$ cat src/mbe_pkg.sv
// shared types, constants and the colour palette of the escape-time pixel unit
// no dependencies; every other file imports this package
`default_nettype none

package mbe_pkg;

  // image and number formats
  localparam int ImageSize = 4096;
  localparam int CoordW    = $clog2(ImageSize);
  localparam int FracBits  = 28;
  localparam int IterW     = 16;
  localparam int ColourW   = 8;
  localparam int InsideEntry = 16;

  // stream payload widths, rounded up to whole bytes
  localparam int InDataW  = ((2 * CoordW + 7) / 8) * 8;
  localparam int OutDataW = ((2 * CoordW + IterW + 3 * ColourW + 7) / 8) * 8;

  // point queue between front and back
  localparam int QueueDepth = 2;
  localparam int QPtrW      = (QueueDepth > 1) ? $clog2(QueueDepth) : 1;
  localparam int QCntW      = $clog2(QueueDepth + 1);

  // register indexes on the configuration port
  typedef enum logic [2:0] {
    REG_REAL_MIN  = 3'd0,
    REG_IMAG_MIN  = 3'd1,
    REG_STEP_RE   = 3'd2,
    REG_STEP_IM   = 3'd3,
    REG_ITER_LIM  = 3'd4,
    REG_ESC_BOUND = 3'd5
  } reg_idx_e;

  // register file contents
  typedef struct packed {
    logic [31:0]      real_min;
    logic [31:0]      imag_min;
    logic [30:0]      step_re;
    logic [30:0]      step_im;
    logic [IterW-1:0] iter_limit;
    logic [30:0]      esc_bound;
  } cfg_t;

  // one classified point handed from front to back
  typedef struct packed {
    logic [CoordW-1:0] px;
    logic [CoordW-1:0] py;
    logic [31:0]       cx;
    logic [31:0]       cy;
  } point_t;

  typedef struct packed {
    logic full;
    logic empty;
  } queue_status_t;

  typedef struct packed {
    logic             busy;
    logic [IterW-1:0] count;
  } core_status_t;

  typedef enum logic [2:0] {
    F_IDLE,
    F_MUL_X,
    F_MUL_Y,
    F_ADD_Y,
    F_PUSH
  } front_state_e;

  typedef enum logic [2:0] {
    C_IDLE,
    C_CHECK,
    C_UPDATE,
    C_MUL_XX,
    C_MUL_YY,
    C_MUL_XY,
    C_EMIT
  } core_state_e;

  // palette, returned as {blue, green, red}
  function automatic logic [3*ColourW-1:0] palette_rgb(input logic [4:0] sel);
    logic [3*ColourW-1:0] rgb;
    case (sel)
      5'd0:    rgb = {8'd15,  8'd30,  8'd66};
      5'd1:    rgb = {8'd26,  8'd7,   8'd25};
      5'd2:    rgb = {8'd47,  8'd1,   8'd9};
      5'd3:    rgb = {8'd73,  8'd4,   8'd4};
      5'd4:    rgb = {8'd100, 8'd7,   8'd0};
      5'd5:    rgb = {8'd138, 8'd44,  8'd12};
      5'd6:    rgb = {8'd177, 8'd82,  8'd24};
      5'd7:    rgb = {8'd209, 8'd125, 8'd57};
      5'd8:    rgb = {8'd229, 8'd181, 8'd134};
      5'd9:    rgb = {8'd248, 8'd236, 8'd211};
      5'd10:   rgb = {8'd191, 8'd233, 8'd241};
      5'd11:   rgb = {8'd95,  8'd201, 8'd248};
      5'd12:   rgb = {8'd0,   8'd170, 8'd255};
      5'd13:   rgb = {8'd0,   8'd128, 8'd204};
      5'd14:   rgb = {8'd0,   8'd87,  8'd153};
      5'd15:   rgb = {8'd3,   8'd52,  8'd106};
      5'd16:   rgb = {8'd16,  8'd16,  8'd16};
      default: rgb = {8'd16,  8'd16,  8'd16};
    endcase
    return rgb;
  endfunction

endpackage

`default_nettype wire

$ cat src/mbe_queue.sv
// short point queue that decouples the front end from the iteration core
// depends on mbe_pkg
`default_nettype none

module mbe_queue
  import mbe_pkg::*;
(
  input  wire logic   clk_i,
  input  wire logic   rst_ni,
  input  wire logic   push_i,
  input  wire point_t data_i,
  input  wire logic   pop_i,
  output point_t      data_o,
  output queue_status_t status_o
);

  point_t entry_q [QueueDepth];

  logic [QPtrW-1:0] wr_ptr_q, rd_ptr_q;
  logic [QCntW-1:0] count_q;

  function automatic logic [QPtrW-1:0] ptr_next(input logic [QPtrW-1:0] p);
    return (p == QPtrW'(QueueDepth - 1)) ? '0 : p + 1'b1;
  endfunction

  // pointers and fill level
  always_ff @(posedge clk_i or negedge rst_ni) begin
    if (!rst_ni) begin
      wr_ptr_q <= '0;
      rd_ptr_q <= '0;
      count_q  <= '0;
    end else begin
      if (push_i) wr_ptr_q <= ptr_next(wr_ptr_q);
      if (pop_i)  rd_ptr_q <= ptr_next(rd_ptr_q);
      if (push_i && !pop_i) begin
        count_q <= count_q + 1'b1;
      end else if (pop_i && !push_i) begin
        count_q <= count_q - 1'b1;
      end
    end
  end

  // storage
  always_ff @(posedge clk_i) begin
    if (push_i) entry_q[wr_ptr_q] <= data_i;
  end

  assign data_o         = entry_q[rd_ptr_q];
  assign status_o.full  = (count_q == QCntW'(QueueDepth));
  assign status_o.empty = (count_q == '0);

endmodule

`default_nettype wire

$ cat config.mk
export PLATFORM = sky130hd
export DESIGN_NAME = mbe_queue
export DESIGN_NICKNAME = d
export VERILOG_FILES = /design/src/mbe_pkg.sv /design/src/mbe_queue.sv
export SDC_FILE = /design/constraint.sdc
export NUM_CORES = 1
export LEC_CHECK = 0
export ABC_CLOCK_PERIOD_IN_PS = 6000
export BUFFER_PORTS_ARGS = -buffer_cell sky130_fd_sc_hd__buf_2
export CAP_MARGIN = 15
export CORE_UTILIZATION = 50
export CTS_CLUSTER_DIAMETER = 80
export DETAILED_ROUTE_END_ITERATION = 8
export GPL_ROUTABILITY_DRIVEN = 0
export HOLD_SLACK_MARGIN = 0.02
export PLACE_DENSITY = 0.86
export SYNTH_ARGS = -nofsm -noshare
export SYNTH_HDL_FRONTEND = slang
export SYNTH_SLANG_ARGS = --single-unit
$ cat constraint.sdc
create_clock -name clk_i -period 6 [get_ports clk_i]
set_input_delay 1.2 -clock clk_i [delete_from_list [all_inputs] [get_ports clk_i]]
set_output_delay 1.2 -clock clk_i [all_outputs]
set_load 0.01 [all_outputs]
### Yosys cells after proc, flatten, opt, wreduce, memory -nomap -nowiden

Memory sizes are Yosys's and may differ from the RTL's.
Cells that the tools add are included.
W data, S select, Z words.

| storage, ports and cells | value |
|---|---|
| register bits after elaboration | 4 |
| bits in writable memories | 176 |
| input bits | 92 |
| output and inout bits | 90 |
| word-level logic and storage cells | 21 |
| memories kept | 1 |

| cells by class | value |
|---|---|
| add/sub/neg operators | 4 |
| eq/ne operators | 1 |
| muxes and demuxes | 6 |
| reductions and logical operators | 6 |

Memory list:

| name | words | width | rd ports | clocked after memory_dff | write ports | RTL line | source |
|---|---|---|---|---|---|---|---|
| entry_q | 2 | 88 | 1 | 0 | 1 | mbe_queue.sv:17 | `point_t entry_q [QueueDepth];` |

Operator list:

| operator | number |
|---|---|
| $mux W1 | 4 |
| $mux W2 | 2 |
| $add A1 B1 Y1 const B | 2 |
| $add A2 B1 Y2 const B | 1 |
| $eq A2 B2 Y1 const B | 1 |
| $logic_and A1 B1 Y1 | 2 |
| $logic_not A1 Y1 | 2 |
| $logic_not A2 Y1 | 1 |
| $reduce_bool A2 Y1 | 1 |
| $sub A2 B1 Y2 const B | 1 |

### Depth between registers and ports, before layout

| logic depth | value |
|---|---|
| depth after elaboration | 4 |
| gate-level depth with buffers | 5 |
| depth with buffers taken out | 5 |

### Worst setup path after synthesis

Ideal clock, no wire load.

| timing | value |
|---|---|
| path kind | input-to-reg |
| from | input port push_i |
| to | memory entry_q[0][0] in the netlist's numbering, enable pin |
| setup time | 0.546 ns |
| arrival time | 5.040 ns |
| data required time | 5.454 ns |
| setup slack | 0.415 ns |
| cell stages on the path | 1 |
| path buffers | 0 |
| cells stage by stage | nor2b_1 |

| between the ends | value |
|---|---|
| cells in the longest elaborated chain, start to end | 2 |

RTL lines:

| item | RTL line | source |
|---|---|---|
| start, declared | mbe_queue.sv:10 | `input wire logic push_i,` |
| $mux W1 | mbe_queue.sv:45 | `if (push_i) entry_q[wr_ptr_q] <= data_i;` |
| $mux W1 (implied by the code) | mbe_queue.sv:45 |  |
| end, declared | mbe_queue.sv:17 |  |

Every way passes these cells.

==> results_dict.tcl <==
set metrics [dict create \
    outcome "finished, final reports clean" \
    max_freq_mhz 271 \
    post_cts_buffers 0 \
    nFillCells 901 \
    final.period_utilization_pct 61.5 \
    p_total_uw 3870 \
    start_util_pct 51.6 \
    cts_resized 0 \
    totalWireLength_um 11500 \
    use_met1_pct 19.4 \
    hpwl_um 7620 \
    tightestPinTransition_ns 0.678 \
    io_pins 182 \
    seq_area_frac_synth_pct 82.0 \
    setup_tns_ns 0 \
    p_leak_uw 0.00314 \
    ant_nets 0 \
    ys_top_cells_by_area "edfxtp_1 80%, mux2_2 13%, mux2_4 2.3%, dfrtp_1 1.5%, buf_2 0.53%" \
    fp.dieW_um 117 \
    min_period_ns 3.69 \
    start_kind "register" \
    die_h_um 117 \
    antenna_cells 0 \
    clock_latency_ns 0.42 \
    use_met3_pct 5.97 \
    path_class "reg2out" \
    via_count 3346 \
    port_buffers 181 \
    gr-usage-met2_pct 29.2 \
    cp.required_ns 4.80 \
    critPathMaxFanout 48 \
    syn_avg_cell_area_um2 22.7 \
    rsz0062_at_grt "no" \
    min_path_type "reg2reg" \
    grt_first_pass_wirelength_um 16800 \
    setup_violations 0 \
    clock_skew_ns 0.00621 \
    clkTransAtPathRegs_ns 0.06 \
    ir_worst_vdd_mv 0.238 \
    max_slew_margin_pct 54.8 \
    crit_path_end_kind "primary output" \
    utilization_pct 64.9 \
    cts.path.max_buffers 2 \
    area_delta_synth_final_pct 25.6 \
    drt-vias-per-instance 4.99 \
    grt_pass1_vias 3417 \
    final_cell_mix "181 x buf_2, 176 x edfxtp_1, 78 x mux2_2" \
    ctsRootBufferMaster "clkbuf_16" \
    drtPass1Iterations 4 \
    antenna_found_initial 0 \
    synth_area_um2 6570 \
    synthCells 290 \
    reg2reg_setup_slack_ns 3.97 \
    wl_per_cell_um 17.2 \
    coreArea_um2 12700 \
    grt_max_degree 49 \
    worstPathArrival_ns 2.49 \
    power_per_cell_area_nw_per_um2 469 \
    numCtsBuffers 17 \
    cts_tree "built" \
    synth_largest_area_cell "edfxtp_1" \
    overflow 0 \
    maxCapViolations 0 \
    ys_seq_elements 180 \
    yosysUniqueCellTypes 13 \
    die_area_um2 13600 \
    report.final.slew_viol_count 0 \
    hold_buffers 0 \
    synth_top_area_share_pct 80.5 \
    hold_viol 0 \
    grt.total_usage_pct 17.2 \
    grt.busiest_layer "met2" \
    htreeDepth 4 \
    drcViolationCount 0 \
    ys_warn_count 0 \
    final_net_count 578 \
    rows 41 \
    drive_above_1_share_pct 61.4 \
    synth_nets 383 \
    drtIter0Drc 259 \
    final_common_cell "buf_2" \
    numClockSinks 180 \
]
## stage by stage
stage                     area [µm²]  cells  setup WS, ns  hold WS [ns]
after global placement          7660    637          2.74         0.472
after CTS                       8230    669          2.29         0.515
after global routing            8250    670          2.17         0.526
after floorplan                 6570    290         0.415         0.455
after detailed placement        7660    637          2.64         0.501
final                           8250    670          2.31         0.513
## power breakdown
group / switching [µW] / total, µW / internal (µW)
logic: 521 / 1030 / 505
clock network: 446 / 1060 / 611
registers: 114 / 1780 / 1670
total: 1080 / 3870 / 2790
## critical path, cell delays in order (launching register included)
cell and delay, ns:
dfrtp_4 0.78, buf_4 0.65, mux2_2 0.42, buf_2 0.14
## registers in the layout, summed over array words and instances (netlist names)
name / flops
count_q: 2
wr_ptr_q: 1
entry_q: 176
rd_ptr_q: 1
## area by class of cell
| cell class | count | area, µm² | share of cell area (%) |
|---|---|---|---|
| multi-input combinational | 99 | 1120 | 13.6 |
| clock inverter | 13 | 134 | 1.62 |
| inverter | 1 | 3.75 | 0.0455 |
| timing repair buffer | 186 | 956 | 11.6 |
| tap | 172 | 215 | 2.61 |
| sequential | 180 | 5390 | 65.3 |
| clock buffer | 19 | 433 | 5.25 |
## logic make-up after synthesis
logic type	count (synthesis)	synth area share [%]
xor+xnor	5	0.667
fa+ha+maj	1	0.190
buf+inv	11	1.10
flops	180	82.0
mux	88	15.7
simple gates	5	0.400
## per-layer routing
layer,wire [µm],share of wire [%]
met1,4590,40
met2,5940,52
met3,737,6.4
met4,227,2.0
met5,0,0
## synthesized netlist by cell type (all sizes together)
cell type / n
and2: 1
buf: 10
dfrtp: 4
edfxtp: 176
ha: 1
inv: 1
mux2: 88
nor2: 2
nor2b: 2
xnor2: 1
xor2: 4
## worst paths after layout
| kind | startpoint | to | cells after the start |
|---|---|---|---|
| setup / recovery | rd_ptr_q | data_o[36] | 3 |
| min in group asynchronous | rst_ni | rd_ptr_q | 1 |
| hold reg to reg | count_q[1] | count_q[1] | 1 |
| hold / removal | count_q[1] | count_q[1] | 1 |
| max in group asynchronous | rst_ni | rd_ptr_q | 1 |
| setup reg to reg | wr_ptr_q | entry_q[1][68] | 2 |
No activity file was read; power rests on OpenSTA's default activity.
